[src/design/pcapng_frame_encapsulator_unit_macros.svh]
// Assertion helpers for the top-level design file.
`ifndef PCAPNG_FRAME_ENCAPSULATOR_UNIT_MACROS_SVH
`define PCAPNG_FRAME_ENCAPSULATOR_UNIT_MACROS_SVH

// Property that must hold at every clock edge outside reset.
`define PFE_ASSERT(lbl, prop, msg) \
	lbl: assert property (@(posedge clk) disable iff (!arst_n) (prop)) else $error(msg);

// Condition in one cycle implies a condition in the next.
`define PFE_ASSERT_NEXT(lbl, ante, cons, msg) \
	lbl: assert property (@(posedge clk) disable iff (!arst_n) (ante) |=> (cons)) else $error(msg);

`endif

[src/design/pfe_pkg.sv]
// -----------------------------------------------------------------------------
// pfe_pkg
// Types, codes and constant tables of the pcapng frame encapsulator.
// -----------------------------------------------------------------------------
package pfe_pkg;

	localparam logic [1:0] OP_START  = 2'd0;
	localparam logic [1:0] OP_HEADER = 2'd1;
	localparam logic [1:0] OP_BYTE   = 2'd2;

	localparam logic [2:0] BUS_CAN     = 3'd0;
	localparam logic [2:0] BUS_CANFD   = 3'd1;
	localparam logic [2:0] BUS_LIN     = 3'd2;
	localparam logic [2:0] BUS_FLEXRAY = 3'd3;
	localparam logic [2:0] BUS_ETH     = 3'd4;

	localparam logic [8:0] LINK_CAN     = 9'd227;
	localparam logic [8:0] LINK_LIN     = 9'd254;
	localparam logic [8:0] LINK_FLEXRAY = 9'd259;
	localparam logic [8:0] LINK_ETH     = 9'd1;

	// command kinds between front and back
	localparam logic [1:0] CMD_FILE = 2'd0;
	localparam logic [1:0] CMD_HEAD = 2'd1;
	localparam logic [1:0] CMD_DATA = 2'd2;

	localparam logic [31:0] SHB_TYPE   = 32'h0A0D0D0A;
	localparam logic [31:0] SHB_LEN    = 32'd32;
	localparam logic [31:0] BOM_MAGIC  = 32'h1A2B3C4D;
	localparam logic [31:0] SHB_VER    = 32'h00000001;
	localparam logic [31:0] NO_LIMIT   = 32'hFFFFFFFF;
	localparam logic [31:0] IDB_TYPE   = 32'h00000001;
	localparam logic [31:0] IDB_LEN    = 32'd24;
	localparam logic [31:0] EPB_TYPE   = 32'h00000006;
	localparam logic [31:0] CAN_EFF    = 32'h80000000;
	localparam logic [28:0] CAN_SFF_MAX = 29'h7FF;

	localparam logic [11:0] EPB_OVERHEAD   = 12'd32;
	localparam logic [5:0]  FILE_HDR_BYTES = 6'd56;
	localparam logic [5:0]  EPB_HEAD_BYTES = 6'd28;
	localparam logic [5:0]  TRAILER_BYTES  = 6'd4;

	localparam int QUEUE_DEPTH = 4;
	localparam int QUEUE_AW    = $clog2(QUEUE_DEPTH);

	typedef struct packed {
		logic [1:0]       kind;
		logic             tail;   // block closes after this command
		logic [1:0]       pad;
		logic [11:0]      blen;
		logic [11:0]      cap;
		logic [3:0]       hlen;
		logic [7:0][7:0]  ph;     // pseudo-header, ph[0] goes out first
		logic [63:0]      ts;
		logic [7:0]       data;
		logic [8:0]       dlt;
	} pfe_cmd_t;

	function automatic logic [8:0] link_type(input logic [2:0] bus);
		logic [8:0] lt;
		case (bus)
			BUS_LIN:     lt = LINK_LIN;
			BUS_FLEXRAY: lt = LINK_FLEXRAY;
			BUS_ETH:     lt = LINK_ETH;
			default:     lt = LINK_CAN;
		endcase
		return lt;
	endfunction

	// section header block followed by interface description block, word by word
	function automatic logic [31:0] file_hdr_word(input logic [3:0] w, input logic [8:0] dlt);
		logic [31:0] v;
		case (w)
			4'd0:    v = SHB_TYPE;
			4'd1:    v = SHB_LEN;
			4'd2:    v = BOM_MAGIC;
			4'd3:    v = SHB_VER;
			4'd4:    v = NO_LIMIT;
			4'd5:    v = NO_LIMIT;
			4'd6:    v = 32'd0;
			4'd7:    v = SHB_LEN;
			4'd8:    v = IDB_TYPE;
			4'd9:    v = IDB_LEN;
			4'd10:   v = {23'd0, dlt};
			4'd11:   v = NO_LIMIT;
			4'd12:   v = 32'd0;
			4'd13:   v = IDB_LEN;
			default: v = 32'd0;
		endcase
		return v;
	endfunction

	// little-endian byte select
	function automatic logic [7:0] word_byte(input logic [31:0] w, input logic [1:0] sel);
		logic [7:0] b;
		unique case (sel)
			2'd0: b = w[7:0];
			2'd1: b = w[15:8];
			2'd2: b = w[23:16];
			2'd3: b = w[31:24];
		endcase
		return b;
	endfunction

endpackage

[src/design/pfe_in_if.sv]
// -----------------------------------------------------------------------------
// pfe_in_if
// Input channel: operation items with frame header fields or a payload byte.
// -----------------------------------------------------------------------------
interface pfe_in_if;
	logic        valid;
	logic        ready;
	logic [1:0]  operation;
	logic [2:0]  frame_bus;
	logic [28:0] frame_id;
	logic [10:0] payload_length;
	logic        flexray_channel;
	logic [5:0]  cycle_count;
	logic [63:0] timestamp_ns;
	logic [7:0]  payload_byte;

	modport source (
		output valid, operation, frame_bus, frame_id, payload_length,
		       flexray_channel, cycle_count, timestamp_ns, payload_byte,
		input  ready
	);
	modport sink (
		input  valid, operation, frame_bus, frame_id, payload_length,
		       flexray_channel, cycle_count, timestamp_ns, payload_byte,
		output ready
	);
endinterface

[src/design/pfe_out_if.sv]
// -----------------------------------------------------------------------------
// pfe_out_if
// Output channel: pcapng stream bytes with an end-of-item mark.
// -----------------------------------------------------------------------------
interface pfe_out_if;
	logic       valid;
	logic       ready;
	logic [7:0] out_byte;
	logic       last;

	modport source (output valid, out_byte, last, input ready);
	modport sink (input valid, out_byte, last, output ready);
endinterface

[src/design/pfe_front.sv]
// -----------------------------------------------------------------------------
// pfe_front
// Accepts input items, tracks the open packet block and issues byte commands.
// -----------------------------------------------------------------------------
module pfe_front import pfe_pkg::*; #(
	parameter int MAX_FRAME_BYTES
) (
	input  logic       clk,
	input  logic       arst_n,
	input  logic       cfg_wr_en,
	input  logic [2:0] cfg_wr_data,
	pfe_in_if.sink     frame_in,
	input  logic       q_full,
	output logic       q_push,
	output pfe_cmd_t   q_cmd
);

	localparam logic [11:0] LEN_LIMIT =
		(MAX_FRAME_BYTES > 2047) ? 12'd2047 : 12'(MAX_FRAME_BYTES);

	logic [2:0]  bus_kind_q;
	logic [10:0] owed_q;
	logic [1:0]  pad_q;
	logic [11:0] blen_q;

	logic [10:0] owed_d;
	logic [1:0]  pad_d;
	logic [11:0] blen_d;
	logic        accept;

	logic [10:0]     len_c;
	logic [7:0][7:0] ph;
	logic [3:0]      hlen;
	logic [31:0]     can_word;
	logic [11:0]     cap;
	logic [1:0]      pad_new;
	logic [11:0]     blen_new;

	assign frame_in.ready = !q_full;
	assign accept = frame_in.valid && !q_full;

	// pseudo-header and block sizes for a header item
	always_comb begin
		len_c = ({1'b0, frame_in.payload_length} > LEN_LIMIT) ? LEN_LIMIT[10:0]
			: frame_in.payload_length;
		ph = '0;
		can_word = {3'd0, frame_in.frame_id};
		if (frame_in.frame_id > CAN_SFF_MAX) begin
			can_word = can_word | CAN_EFF;
		end
		case (frame_in.frame_bus)
			BUS_LIN: begin
				hlen  = 4'd5;
				ph[0] = 8'd1;
				ph[1] = {4'b0100, len_c[3:0]};
				ph[2] = frame_in.frame_id[7:0];
			end
			BUS_ETH: begin
				hlen = 4'd0;
			end
			BUS_FLEXRAY: begin
				hlen  = 4'd7;
				ph[0] = {frame_in.flexray_channel, 7'd1};
				ph[2] = {frame_in.frame_id[6:0], 1'b0};
				ph[3] = {4'd0, frame_in.frame_id[10:7]};
				ph[4] = {1'b0, len_c[7:1]};
				ph[6] = {2'd0, frame_in.cycle_count};
			end
			default: begin
				hlen  = 4'd8;
				ph[0] = can_word[31:24];
				ph[1] = can_word[23:16];
				ph[2] = can_word[15:8];
				ph[3] = can_word[7:0];
				ph[4] = len_c[7:0];
				ph[7] = (len_c == 11'd8) ? 8'd9 : 8'd0;
			end
		endcase
		cap      = {8'd0, hlen} + {1'b0, len_c};
		pad_new  = 2'd0 - cap[1:0];
		blen_new = EPB_OVERHEAD + cap + {10'd0, pad_new};
	end

	always_comb begin
		q_push = 1'b0;
		q_cmd  = '0;
		owed_d = owed_q;
		pad_d  = pad_q;
		blen_d = blen_q;
		if (accept) begin
			unique case (frame_in.operation)
				OP_START: begin
					q_push     = 1'b1;
					q_cmd.kind = CMD_FILE;
					q_cmd.dlt  = link_type(bus_kind_q);
					owed_d     = '0;
					pad_d      = '0;
					blen_d     = '0;
				end
				OP_HEADER: begin
					// header is dropped while payload is still owed
					if (owed_q == '0) begin
						q_push     = 1'b1;
						q_cmd.kind = CMD_HEAD;
						q_cmd.tail = (len_c == '0);
						q_cmd.pad  = pad_new;
						q_cmd.blen = blen_new;
						q_cmd.cap  = cap;
						q_cmd.hlen = hlen;
						q_cmd.ph   = ph;
						q_cmd.ts   = frame_in.timestamp_ns;
						owed_d     = len_c;
						pad_d      = (len_c == '0) ? 2'd0 : pad_new;
						blen_d     = (len_c == '0) ? 12'd0 : blen_new;
					end
				end
				OP_BYTE: begin
					if (owed_q != '0) begin
						q_push     = 1'b1;
						q_cmd.kind = CMD_DATA;
						q_cmd.tail = (owed_q == 11'd1);
						q_cmd.pad  = pad_q;
						q_cmd.blen = blen_q;
						q_cmd.data = frame_in.payload_byte;
						owed_d     = owed_q - 11'd1;
						if (owed_q == 11'd1) begin
							pad_d  = '0;
							blen_d = '0;
						end
					end
				end
				default: ;
			endcase
		end
	end

	always_ff @(posedge clk or negedge arst_n) begin
		if (!arst_n) begin
			bus_kind_q <= '0;
			owed_q     <= '0;
			pad_q      <= '0;
			blen_q     <= '0;
		end else begin
			if (cfg_wr_en) begin
				bus_kind_q <= cfg_wr_data;
			end
			owed_q <= owed_d;
			pad_q  <= pad_d;
			blen_q <= blen_d;
		end
	end

endmodule

[src/design/pfe_queue.sv]
// -----------------------------------------------------------------------------
// pfe_queue
// Short command queue between front and back.
// -----------------------------------------------------------------------------
module pfe_queue import pfe_pkg::*; (
	input  logic     clk,
	input  logic     arst_n,
	input  logic     push,
	input  pfe_cmd_t push_cmd,
	output logic     full,
	input  logic     pop,
	output logic     empty,
	output pfe_cmd_t head
);

	pfe_cmd_t             mem_q [QUEUE_DEPTH];
	logic [QUEUE_AW:0]    wr_ptr_q;
	logic [QUEUE_AW:0]    rd_ptr_q;

	assign empty = (wr_ptr_q == rd_ptr_q);
	assign full  = (wr_ptr_q[QUEUE_AW-1:0] == rd_ptr_q[QUEUE_AW-1:0])
		&& (wr_ptr_q[QUEUE_AW] != rd_ptr_q[QUEUE_AW]);
	assign head  = mem_q[rd_ptr_q[QUEUE_AW-1:0]];

	always_ff @(posedge clk) begin
		if (push && !full) begin
			mem_q[wr_ptr_q[QUEUE_AW-1:0]] <= push_cmd;
		end
	end

	always_ff @(posedge clk or negedge arst_n) begin
		if (!arst_n) begin
			wr_ptr_q <= '0;
			rd_ptr_q <= '0;
		end else begin
			if (push && !full) begin
				wr_ptr_q <= wr_ptr_q + 1'b1;
			end
			if (pop && !empty) begin
				rd_ptr_q <= rd_ptr_q + 1'b1;
			end
		end
	end

endmodule

[src/design/pfe_back.sv]
// -----------------------------------------------------------------------------
// pfe_back
// Walks each command byte by byte into the registered output stage.
// -----------------------------------------------------------------------------
module pfe_back import pfe_pkg::*; (
	input  logic     clk,
	input  logic     arst_n,
	input  logic     q_empty,
	input  pfe_cmd_t q_head,
	output logic     q_pop,
	pfe_out_if.source stream_out
);

	pfe_cmd_t   cur_q;
	logic       busy_q;
	logic [5:0] idx_q;
	logic [5:0] nbody_q;
	logic [5:0] end_q;
	logic       out_valid_q;
	logic [7:0] out_byte_q;
	logic       out_last_q;

	logic       advance;
	logic       done;
	logic       load;
	logic [5:0] head_nbody;
	logic [5:0] head_end;
	logic [5:0] off;
	logic [5:0] tidx;
	logic [5:0] ph_off;
	logic [31:0] head_word;
	logic [7:0] byte_d;

	assign advance = busy_q && (!out_valid_q || stream_out.ready);
	assign done    = (idx_q == end_q);
	assign load    = !q_empty && (!busy_q || (advance && done));
	assign q_pop   = load;

	// byte count of the next command
	always_comb begin
		unique case (q_head.kind)
			CMD_FILE: head_nbody = FILE_HDR_BYTES;
			CMD_HEAD: head_nbody = EPB_HEAD_BYTES + {2'd0, q_head.hlen};
			default:  head_nbody = 6'd1;
		endcase
		head_end = head_nbody - 6'd1;
		if (q_head.tail) begin
			head_end = head_end + {4'd0, q_head.pad} + TRAILER_BYTES;
		end
	end

	always_comb begin
		off    = idx_q - nbody_q;
		tidx   = off - {4'd0, cur_q.pad};
		ph_off = idx_q - EPB_HEAD_BYTES;
		case (idx_q[4:2])
			3'd0:    head_word = EPB_TYPE;
			3'd1:    head_word = {20'd0, cur_q.blen};
			3'd3:    head_word = cur_q.ts[63:32];
			3'd4:    head_word = cur_q.ts[31:0];
			3'd5:    head_word = {20'd0, cur_q.cap};
			3'd6:    head_word = {20'd0, cur_q.cap};
			default: head_word = 32'd0;
		endcase
		if (cur_q.kind == CMD_FILE) begin
			byte_d = word_byte(file_hdr_word(idx_q[5:2], cur_q.dlt), idx_q[1:0]);
		end else if (idx_q < nbody_q) begin
			if (cur_q.kind == CMD_DATA) begin
				byte_d = cur_q.data;
			end else if (idx_q < EPB_HEAD_BYTES) begin
				byte_d = word_byte(head_word, idx_q[1:0]);
			end else begin
				byte_d = cur_q.ph[ph_off[2:0]];
			end
		end else if (off < {4'd0, cur_q.pad}) begin
			byte_d = 8'd0;
		end else begin
			// trailing copy of the block length
			byte_d = word_byte({20'd0, cur_q.blen}, tidx[1:0]);
		end
	end

	always_ff @(posedge clk) begin
		if (load) begin
			cur_q   <= q_head;
			nbody_q <= head_nbody;
			end_q   <= head_end;
		end
		if (advance) begin
			out_byte_q <= byte_d;
			out_last_q <= done;
		end
	end

	always_ff @(posedge clk or negedge arst_n) begin
		if (!arst_n) begin
			busy_q      <= 1'b0;
			idx_q       <= '0;
			out_valid_q <= 1'b0;
		end else begin
			if (load) begin
				busy_q <= 1'b1;
				idx_q  <= '0;
			end else if (advance) begin
				if (done) begin
					busy_q <= 1'b0;
				end else begin
					idx_q <= idx_q + 6'd1;
				end
			end
			if (advance) begin
				out_valid_q <= 1'b1;
			end else if (stream_out.ready) begin
				out_valid_q <= 1'b0;
			end
		end
	end

	assign stream_out.valid    = out_valid_q;
	assign stream_out.out_byte = out_byte_q;
	assign stream_out.last     = out_last_q;

endmodule

[src/design/pcapng_frame_encapsulator_unit.sv]
// -----------------------------------------------------------------------------
// pcapng_frame_encapsulator_unit
// Wraps bus frames as a little-endian pcapng byte stream.
//
//   channel      dir  handshake      payload
//   frame_in     in   valid/ready    operation, frame fields, payload_byte
//   stream_out   out  valid/ready    out_byte, last
//   cfg          in   cfg_wr_en      cfg_wr_data (capture bus kind)
//
// The output sequencer sends one byte per cycle while stream_out is ready; a
// start item is 56 bytes, a frame header 28 plus its pseudo-header bytes, and
// the block trailer adds padding plus 4. The front takes an item per
// cycle while the four-entry command queue has room. Reset clears block
// tracking, the queue and the output stage; the bus kind register resets to CAN.
// -----------------------------------------------------------------------------
`include "pcapng_frame_encapsulator_unit_macros.svh"

module pcapng_frame_encapsulator_unit import pfe_pkg::*; #(
	parameter int MAX_FRAME_BYTES = 2048
) (
	input  logic       clk,
	input  logic       arst_n,
	input  logic       cfg_wr_en,
	input  logic [2:0] cfg_wr_data,
	pfe_in_if.sink     frame_in,
	pfe_out_if.source  stream_out
);

	logic     q_push;
	logic     q_full;
	logic     q_pop;
	logic     q_empty;
	pfe_cmd_t push_cmd;
	pfe_cmd_t head_cmd;

	pfe_front #(.MAX_FRAME_BYTES(MAX_FRAME_BYTES)) u_front (
		.clk        (clk),
		.arst_n     (arst_n),
		.cfg_wr_en  (cfg_wr_en),
		.cfg_wr_data(cfg_wr_data),
		.frame_in   (frame_in),
		.q_full     (q_full),
		.q_push     (q_push),
		.q_cmd      (push_cmd)
	);

	pfe_queue u_queue (
		.clk     (clk),
		.arst_n  (arst_n),
		.push    (q_push),
		.push_cmd(push_cmd),
		.full    (q_full),
		.pop     (q_pop),
		.empty   (q_empty),
		.head    (head_cmd)
	);

	pfe_back u_back (
		.clk       (clk),
		.arst_n    (arst_n),
		.q_empty   (q_empty),
		.q_head    (head_cmd),
		.q_pop     (q_pop),
		.stream_out(stream_out)
	);

	`PFE_ASSERT(a_no_overflow, !(q_push && q_full), "command pushed into full queue")
	`PFE_ASSERT(a_no_underflow, !(q_pop && q_empty), "command popped from empty queue")
	`PFE_ASSERT_NEXT(a_burst_cont, stream_out.valid && stream_out.ready && !stream_out.last, stream_out.valid, "gap inside an item's byte burst")

endmodule
[src/flat_wrapper.sv]
// flat-port wrapper written by rule: the top's interface ports become plain ports
module pcapng_frame_encapsulator_unit_flat import pfe_pkg::*;
#(
	parameter int MAX_FRAME_BYTES = 2048
)
  (clk, arst_n, cfg_wr_en, cfg_wr_data, frame_in_valid, frame_in_operation, frame_in_frame_bus, frame_in_frame_id, frame_in_payload_length, frame_in_flexray_channel, frame_in_cycle_count, frame_in_timestamp_ns, frame_in_payload_byte, frame_in_ready, stream_out_valid, stream_out_out_byte, stream_out_last, stream_out_ready);
  pfe_in_if frame_in_i ();
  pfe_out_if stream_out_i ();
  input  logic clk;
  input  logic arst_n;
  input  logic cfg_wr_en;
  input  logic [2:0] cfg_wr_data;
  input wire logic [$bits(frame_in_i.valid)-1:0] frame_in_valid;
  input wire logic [$bits(frame_in_i.operation)-1:0] frame_in_operation;
  input wire logic [$bits(frame_in_i.frame_bus)-1:0] frame_in_frame_bus;
  input wire logic [$bits(frame_in_i.frame_id)-1:0] frame_in_frame_id;
  input wire logic [$bits(frame_in_i.payload_length)-1:0] frame_in_payload_length;
  input wire logic [$bits(frame_in_i.flexray_channel)-1:0] frame_in_flexray_channel;
  input wire logic [$bits(frame_in_i.cycle_count)-1:0] frame_in_cycle_count;
  input wire logic [$bits(frame_in_i.timestamp_ns)-1:0] frame_in_timestamp_ns;
  input wire logic [$bits(frame_in_i.payload_byte)-1:0] frame_in_payload_byte;
  output wire logic [$bits(frame_in_i.ready)-1:0] frame_in_ready;
  output wire logic [$bits(stream_out_i.valid)-1:0] stream_out_valid;
  output wire logic [$bits(stream_out_i.out_byte)-1:0] stream_out_out_byte;
  output wire logic [$bits(stream_out_i.last)-1:0] stream_out_last;
  input wire logic [$bits(stream_out_i.ready)-1:0] stream_out_ready;
  assign frame_in_i.valid = frame_in_valid;
  assign frame_in_i.operation = frame_in_operation;
  assign frame_in_i.frame_bus = frame_in_frame_bus;
  assign frame_in_i.frame_id = frame_in_frame_id;
  assign frame_in_i.payload_length = frame_in_payload_length;
  assign frame_in_i.flexray_channel = frame_in_flexray_channel;
  assign frame_in_i.cycle_count = frame_in_cycle_count;
  assign frame_in_i.timestamp_ns = frame_in_timestamp_ns;
  assign frame_in_i.payload_byte = frame_in_payload_byte;
  assign frame_in_ready = frame_in_i.ready;
  assign stream_out_valid = stream_out_i.valid;
  assign stream_out_out_byte = stream_out_i.out_byte;
  assign stream_out_last = stream_out_i.last;
  assign stream_out_i.ready = stream_out_ready;
  pcapng_frame_encapsulator_unit #(.MAX_FRAME_BYTES(MAX_FRAME_BYTES)) u_core (.clk(clk), .arst_n(arst_n), .cfg_wr_en(cfg_wr_en), .cfg_wr_data(cfg_wr_data), .frame_in(frame_in_i), .stream_out(stream_out_i));
endmodule
[config.mk]
export PLATFORM = sky130hd
export DESIGN_NAME = pcapng_frame_encapsulator_unit_flat
export DESIGN_NICKNAME = d
export VERILOG_FILES = /design/src/design/pfe_pkg.sv /design/src/design/pfe_in_if.sv /design/src/design/pfe_out_if.sv /design/src/design/pfe_front.sv /design/src/design/pfe_queue.sv /design/src/design/pfe_back.sv /design/src/design/pcapng_frame_encapsulator_unit.sv /design/src/flat_wrapper.sv
export VERILOG_INCLUDE_DIRS = /design/src /design/src/design
export SDC_FILE = /design/constraint.sdc
export NUM_CORES = 1
export LEC_CHECK = 0
export BUFFER_PORTS_ARGS = -buffer_cell sky130_fd_sc_hd__buf_2
export CAP_MARGIN = 20
export CORE_UTILIZATION = 40
export DETAILED_ROUTE_END_ITERATION = 7
export GPL_ROUTABILITY_DRIVEN = 0
export SETUP_SLACK_MARGIN = 0.5
export SLEW_MARGIN = 25
export SYNTH_ARGS = -nofsm -noshare
export SYNTH_HDL_FRONTEND = slang
export SYNTH_SLANG_ARGS = --single-unit
[constraint.sdc]
create_clock -name clk -period 7.3 [get_ports clk]
set_clock_uncertainty 0.1 [all_clocks]
set_input_delay 1.095 -clock clk [delete_from_list [all_inputs] [get_ports clk]]
set_output_delay 1.095 -clock clk [all_outputs]
set_load 0.1 [all_outputs]
==> key figures, run 1 <==
Synthesis
  • Register area share after synthesis: 0.725
  • Post-synthesis register bit count: 823
  • Main flop type after synthesis: edfxtp_1
  • Yosys top cell by area: edfxtp_1
  • Number of flops mapped to enable cells by yosys: 782
  • Netlist area before placement: 33800 um2
  • Share of synthesized registers carrying an async set or reset: 0.0498
  • Ys Warns: 0
  • Number of cells produced by synthesis: 1919
  • Mean Syn Cell Area: 17.6 um2
  • Main area contributors after synthesis: edfxtp_1 (69%), mux4_2 (10%), dfrtp_1 (3.0%)
  • Mapped Nets: 2087
  • Post-synth cell types: 69
  • Synth top area share: 0.694

Setup path
  • Crit start category: flop
  • Required @ worst endpoint: 7.46 ns
  • Crit path kind: flop to flop
  • Arr. time, crit path: 4.57 ns
  • CP max FO: 55
  • Crit. End Element: flop

Drt
  • Routed vias/inst: 5.51
  • Total Wirelength: 78.3 mm
  • Routed Antenna Nets: 0
  • WL/cell: 23.9 um
  • Drc violations: 0
  • DR iter-0 viols: 1716
  • DR vias: 18000
  • DRT Pass-1 Iters: 5

Global route
  • Grt ovf: 0
  • Vias in the first global route: 18400
  • First-pass GRT wire length: 118 mm
  • Largest net degree at the start of global routing: 138
  • Initial antenna violation count: 11
  • Total Routing Usage GR: 0.184

Power
  • Flop pwr share: 0.453
  • P_sw: 4.59 mW
  • Peak supply drop: 0.314 mV
  • PwrDens: 383 nW/um2
  • Clock Power Share: 0.280
  • Net Sw Frac: 0.311
  • Lkg Pwr: 13.0 nW
  • Logic pwr share: 0.268
  • Internal power: 10.2 mW

Layout
  • Layout cells sized above 1: 0.228
  • Sequential Area: 24500 um2
  • Fin nets: 2243
  • Layout area overhead: 13.9%
  • Multi-input gate area: 8740 um2
  • Fill cell count: 7060

Clocking
  • # H-tree levels: 3
  • CTS clk-pin slew, worst paths: 0.06 ns
  • CTS Buffer Depth: 3
  • CTS tree: done
  • # hold bufs at CTS: 0
  • Root buf cell: clkbuf_16
  • Clock Latency Late Sink: 0.63 ns
  • # clock sinks: 823
  • CTS Buf Count: 83
  • Setup Fix Bufs, Post-CTS: 0
  • CTS resizes: 0

Floorplanning
  • Die width: 293 um
  • Initial Util: 0.404
  • Die H: 293 um
  • # IOs: 143
  • Die area: 85700 um2
  • CORE AREA: 83700 um2
  • FP Rows: 106

STA
  • Unrepaired setup endpoints after global routing: no
  • Fin crit period: 4.41 ns
  • Setup Viol. Count Final: 0
  • Relative slew slack: 0.302
  • Fmax: 0.227 GHz
  • Hold Fails Final Rpt: 0
  • Worst Slack Setup Final: 2.89 ns
  • Tcrit/Tclk final: 0.604
  • Final Max Slew Viols: 0
  • TNS Setup: 0 ns
  • Slew @ Worst Pin: 1.05 ns

Place
  • Setup slack at placement: 2.66 ns
  • Post-DP HPWL: 49.5 mm
  • PortBufs: 142

Run status
  • Outcome: finished, final reports clean

Worst hold path
  • Hold Path Class: flop to flop

Run
  • Max-cap violations: 0
-- metrics by stage --
step / cells / instance area, um2 / hold slack [ns] / util / total power [mW]
after floorplan: 1919 / 33800 / 0.344 / - / 9.56
after global placement: 3124 / 35800 / 0.364 / 0.428 / 10.6
after detailed placement: 3124 / 35800 / 0.372 / 0.428 / 10.8
after CTS: 3269 / 38500 / 0.384 / 0.460 / 14.9
after global routing: 3273 / 38500 / 0.418 / 0.460 / 15.4
final: 3273 / 38500 / 0.383 / 0.460 / 14.8
-- worst max-delay path, stage by stage (launching register included) --
cell and delay, ns:
dfrtp_4 0.94, xnor2_1 0.19, nand3_1 0.15, nand2_1 0.19, a211oi_1 0.79, and2_4 0.90
buf_4 0.66
-- synthesized netlist by cell type, types with 6 or more instances --
master    number
a32oi_1        6
clkbuf_1      65
xor2_1        17
mux4_2       157
and3_1        32
mux2_2        16
nand2b_1      15
nor2_1        76
a31oi_1        8
ha_1          32
nand4_1        7
dfrtp_1       41
a21oi_1       51
mux2i_1       21
a211oi_1      21
o21ai_1       13
and2_1        84
nor4_1         9
a22o_1        22
nand3_1       18
o211ai_1      17
buf_2         19
o22ai_1       16
o21ai_0       60
nor2b_1       11
xnor2_1       26
nand2_1       98
a22oi_1       23
buf_1         18
nor3_1        14
edfxtp_1     782
inv_1         43
-- area by class of cell --
| class | instances | share of cell area |
|---|---|---|
| sequential | 823 | 0.637 |
| multi-input combinational | 947 | 0.227 |
| clock buffer | 106 | 0.0567 |
| tap | 1134 | 0.0369 |
| timing repair buffer | 176 | 0.0262 |
| clock inverter | 39 | 0.0118 |
| inverter | 44 | 0.00429 |
| antenna | 4 | 0.000260 |
-- path summary, 6_finish.rpt --
| kind | from | endpoint | slack, ns | cells past startpoint |
|---|---|---|---|---|
| worst max-delay path | u_core.u_queue.rd_ptr_q[0] | u_core.u_queue.mem_q[2][164] | 2.89 | 6 |
| max in group asynchronous | arst_n | u_core.u_queue.rd_ptr_q[0] | 6.12 | 2 |
| worst max register to register | u_core.u_queue.rd_ptr_q[0] | u_core.u_queue.mem_q[2][164] | 2.89 | 6 |
| worst min register to register | u_core.u_front.blen_q[11] | u_core.u_front.blen_q[11] | 0.38 | 2 |
| worst min-delay path | u_core.u_front.blen_q[11] | u_core.u_front.blen_q[11] | 0.38 | 2 |
| min in group asynchronous | arst_n | u_core.u_front.owed_q[7] | 0.47 | 2 |
-- power by group through the flow --
stage,logic (mW),clock network (mW),registers [mW]
3_5_place_dp,3.99,0,6.78
4_1_cts,4.00,4.23,6.69
5_1_grt,4.27,4.39,6.76
6_report,3.95,4.13,6.68
3_3_place_gp,3.92,0,6.72
2_1_floorplan,2.71,0,6.85
-- state kept, by name (all words and copies together), names as in the netlist, 2 cells and up --
register and cells:
u_core.u_queue.rd_ptr_q 3, u_core.u_queue.wr_ptr_q 3, u_core.u_front.bus_kind_q 3, u_core.u_front.pad_q 2
u_core.u_back.idx_q 6, u_core.u_back.nbody_q 6, u_core.u_queue.mem_q 612, u_core.u_front.blen_q 11
u_core.u_back.cur_q 149, u_core.u_back.end_q 6, u_core.u_front.owed_q 11, u_core.u_back.stream_out.out_byte 8
-- cell usage in the layout (no fill, tap or decap), drive strengths merged, types with 6 or more instances in the layout --
cell type	netlist	routed
a211oi	23	23
nor3b	7	7
nand2	98	98
and3	32	32
mux2	16	16
a22o	22	22
a31oi	8	8
clkinv	0	25
nor4	10	10
nand4	7	7
xor2	17	17
mux4	157	157
a32oi	6	6
nand2b	15	15
a22oi	23	23
o22ai	16	16
clkbuf	66	106
nor2	76	76
and2	84	84
ha	32	32
bufinv	0	7
mux2i	21	21
dfrtp	41	41
buf	39	176
edfxtp	782	782
xnor2	26	26
nor3	14	14
nand3	18	18
nor2b	11	11
o211ai	18	18
o21ai	73	73
inv	44	48
a21oi	53	53
-- kinds of logic (layout without fill, tap and decap cells) --
group                      count (synthesis)  count (layout)  share of synthesized area
AOI/OAI and AO/OA                        287             287                     0.0568
xor gates and xnor gates                  43              43                     0.0111
adders and majority gates                 36              36                     0.0142
buffers and inverters                    149             365                     0.0177
DFF                                      823             823                      0.725
muxes                                    194             194                      0.116
other                                      0               4                          0
and+or+nand+nor                          387             387                     0.0592
-- per-layer routing --
layer,track usage,up-vias,share of wire
met4,0.0550,10,0.020
met1,0.257,9435,0.44
met2,0.298,526,0.49
met3,0.0272,111,0.053
met5,0,-,0.00086
li1,-,7941,-
No activity file was read; power rests on OpenSTA's default activity.
==> inputs of run 2 (changes only) <==
Clock period 7.3 ns to 4 ns, I/O delays scaled along.
==> run 2 against run 1 <==
Global-route usage down 0.054 points; final cell count up 0.98%; non-clock buffer count up 26; core utilization up 0.65 points; combinational power up 90%; sequential cell count unchanged; sequential share of layout area down 0.89 points; first-iteration DRC count down 13%; largest cell class unchanged; register-to-register slack worse by 2.1 ns; sequential power up 81%; via count up 0.40%; worst setup slack worse by 2.1 ns.
==> key figures, run 2 (synthesis results as in run 1) <==
Run status
  • Outcome: finished, final reports clean

Floorplanning
  • # IOs: 143
  • Die H: 293 um
  • Die area: 85700 um2
  • Die width: 293 um
  • CORE AREA: 83700 um2
  • FP Rows: 106
  • Initial Util: 0.404

Clocking
  • Setup Fix Bufs, Post-CTS: 0
  • Root buf cell: clkbuf_16
  • # clock sinks: 823
  • CTS Buffer Depth: 3
  • CTS tree: done
  • # H-tree levels: 3
  • CTS clk-pin slew, worst paths: 0.06 ns
  • CTS Buf Count: 84
  • Clock Latency Late Sink: 0.65 ns

Place
  • Placed Cells: 3149
  • PortBufs: 142
  • Post-DP HPWL: 50.4 mm
  • Placed Area: 36200 um2

Layout
  • Non-Filler Instances: 3305
  • Most common cell after layout, fill and taps aside: edfxtp_1
  • Max reg flops: 612
  • Layout cells sized above 1: 0.242
  • Fin area: 39000 um2
  • Fin nets: 2270
  • Layout area overhead: 15.5%
  • Commonest cells after routing, fill and taps aside: edfxtp_1 (782), mux4_2 (157), buf_2 (142), nand2_1 (98), clkbuf_16 (85)

STA
  • Slew @ Worst Pin: 1.05 ns
  • TNS Setup: 0 ns
  • Setup Viol. Count Final: 0
  • Hold Fails Final Rpt: 0
  • Fin Hold WS: 0.106 ns
  • Fmax: 0.310 GHz
  • Relative slew slack: 0.294
  • Fin crit period: 3.22 ns
  • Final Max Slew Viols: 0
  • Unrepaired setup endpoints after global routing: yes
  • Tcrit/Tclk final: 0.806

Setup path
  • Crit path cell chain: inv_2 > ha_1 > inv_1 > fa_1 > a21o_1 > a21oi_1 > a2bb2oi_1 > a2111oi_1 > nor3_1 > and2_1 > a211oi_1 > a21oi_1
  • Arr. time, crit path: 3.50 ns
  • Slowest CP cell: dfrtp_1
  • Reg2Reg Depth: 12
  • Worst path most repeated cell: a21oi_1
  • CP max FO: 8
  • Crit start category: flop
  • Required @ worst endpoint: 4.28 ns
  • Crit. End Element: flop
  • Slowest stage delay, CP: 0.48 ns
  • Crit path kind: flop to flop

Run
  • Max-cap violations: 0

Power
  • Peak supply drop: 0.370 mV
  • PwrDens: 704 nW/um2
  • Lkg Pwr: 13.3 nW

Global route
  • First-pass GRT wire length: 117 mm
  • Initial antenna violation count: 3
  • Largest net degree at the start of global routing: 86
  • Grt ovf: 0
  • Vias in the first global route: 18400
  • Total Routing Usage GR: 0.183

Drt
  • DR iter-0 viols: 1492
  • WL/cell: 23.8 um
  • DR vias: 18100
  • DRT Pass-1 Iters: 5
  • Total Wirelength: 78.7 mm
  • Routed vias/inst: 5.48
  • Drc violations: 0
  • Routed Antenna Nets: 0

Worst hold path
  • Hold Crit Depth: 2
  • Hold Path Class: input port to flop
run 2: final timing paths:
path | from | endpoint | slack [ns]
setup / recovery | u_core.u_back.idx_q[0] | u_core.u_back.stream_out.out_byte[6] | 0.78
hold / removal | cfg_wr_data[0] | u_core.u_front.bus_kind_q[0] | 0.11
setup reg to reg | u_core.u_back.idx_q[0] | u_core.u_back.stream_out.out_byte[6] | 0.78
hold reg to reg | u_core.u_front.pad_q[0] | u_core.u_front.pad_q[0] | 0.39
max in group asynchronous | arst_n | u_core.u_front.bus_kind_q[0] | 2.55
min in group asynchronous | arst_n | u_core.u_front.owed_q[3] | 0.52
run 2: area by class of cell:
class	count	area (um2)
antenna	1	2.50
timing repair buffer	202	1380
inverter	44	165
sequential	823	24500
multi-input combinational	947	8770
clock inverter	46	514
fill	6991	44600
tap	1134	1420
clock buffer	108	2270
run 2: layer usage:
layer,GRT usage,up-vias,share of wire
li1,-,8009,-
met1,0.258,9433,0.44
met2,0.294,533,0.48
met3,0.0284,116,0.053
met4,0.0568,4,0.022
met5,0,-,0.00034
run 2: repair_timing:
item                       CTS  global route
hold buffers                 1             0
hold endpoints to repair    30             0
setup endpoints to repair    0            11
resized for setup            0             3
run 2: critical path: cells and delay by family, from the launching register on:
family | cells | cell delay, ns
adders and majority gates | 2 | 0.60
AOI/OAI and AO/OA | 6 | 1.14
buffers and inverters | 2 | 0.25
DFF | 1 | 0.48
and+or+nand+nor | 2 | 0.38
run 2: power breakdown:
part           internal (mW)  total (mW)  leakage [nW]  switching, mW
sequential              11.5        12.1          7.81          0.518
clock                   4.62        7.91          1.36           3.29
combinational           2.85        7.52          4.14           4.67
run 2: metrics by stage:
step / setup WS, ns / power, mW / util
finish: 0.777 / 27.5 / 0.467
global route: 0.479 / 28.7 / 0.467
CTS: 0.654 / 27.7 / 0.466
detailed placement: 0.323 / 19.8 / 0.433
global placement: 0.362 / 19.6 / 0.433
floorplan: -0.670 / 17.3 / -
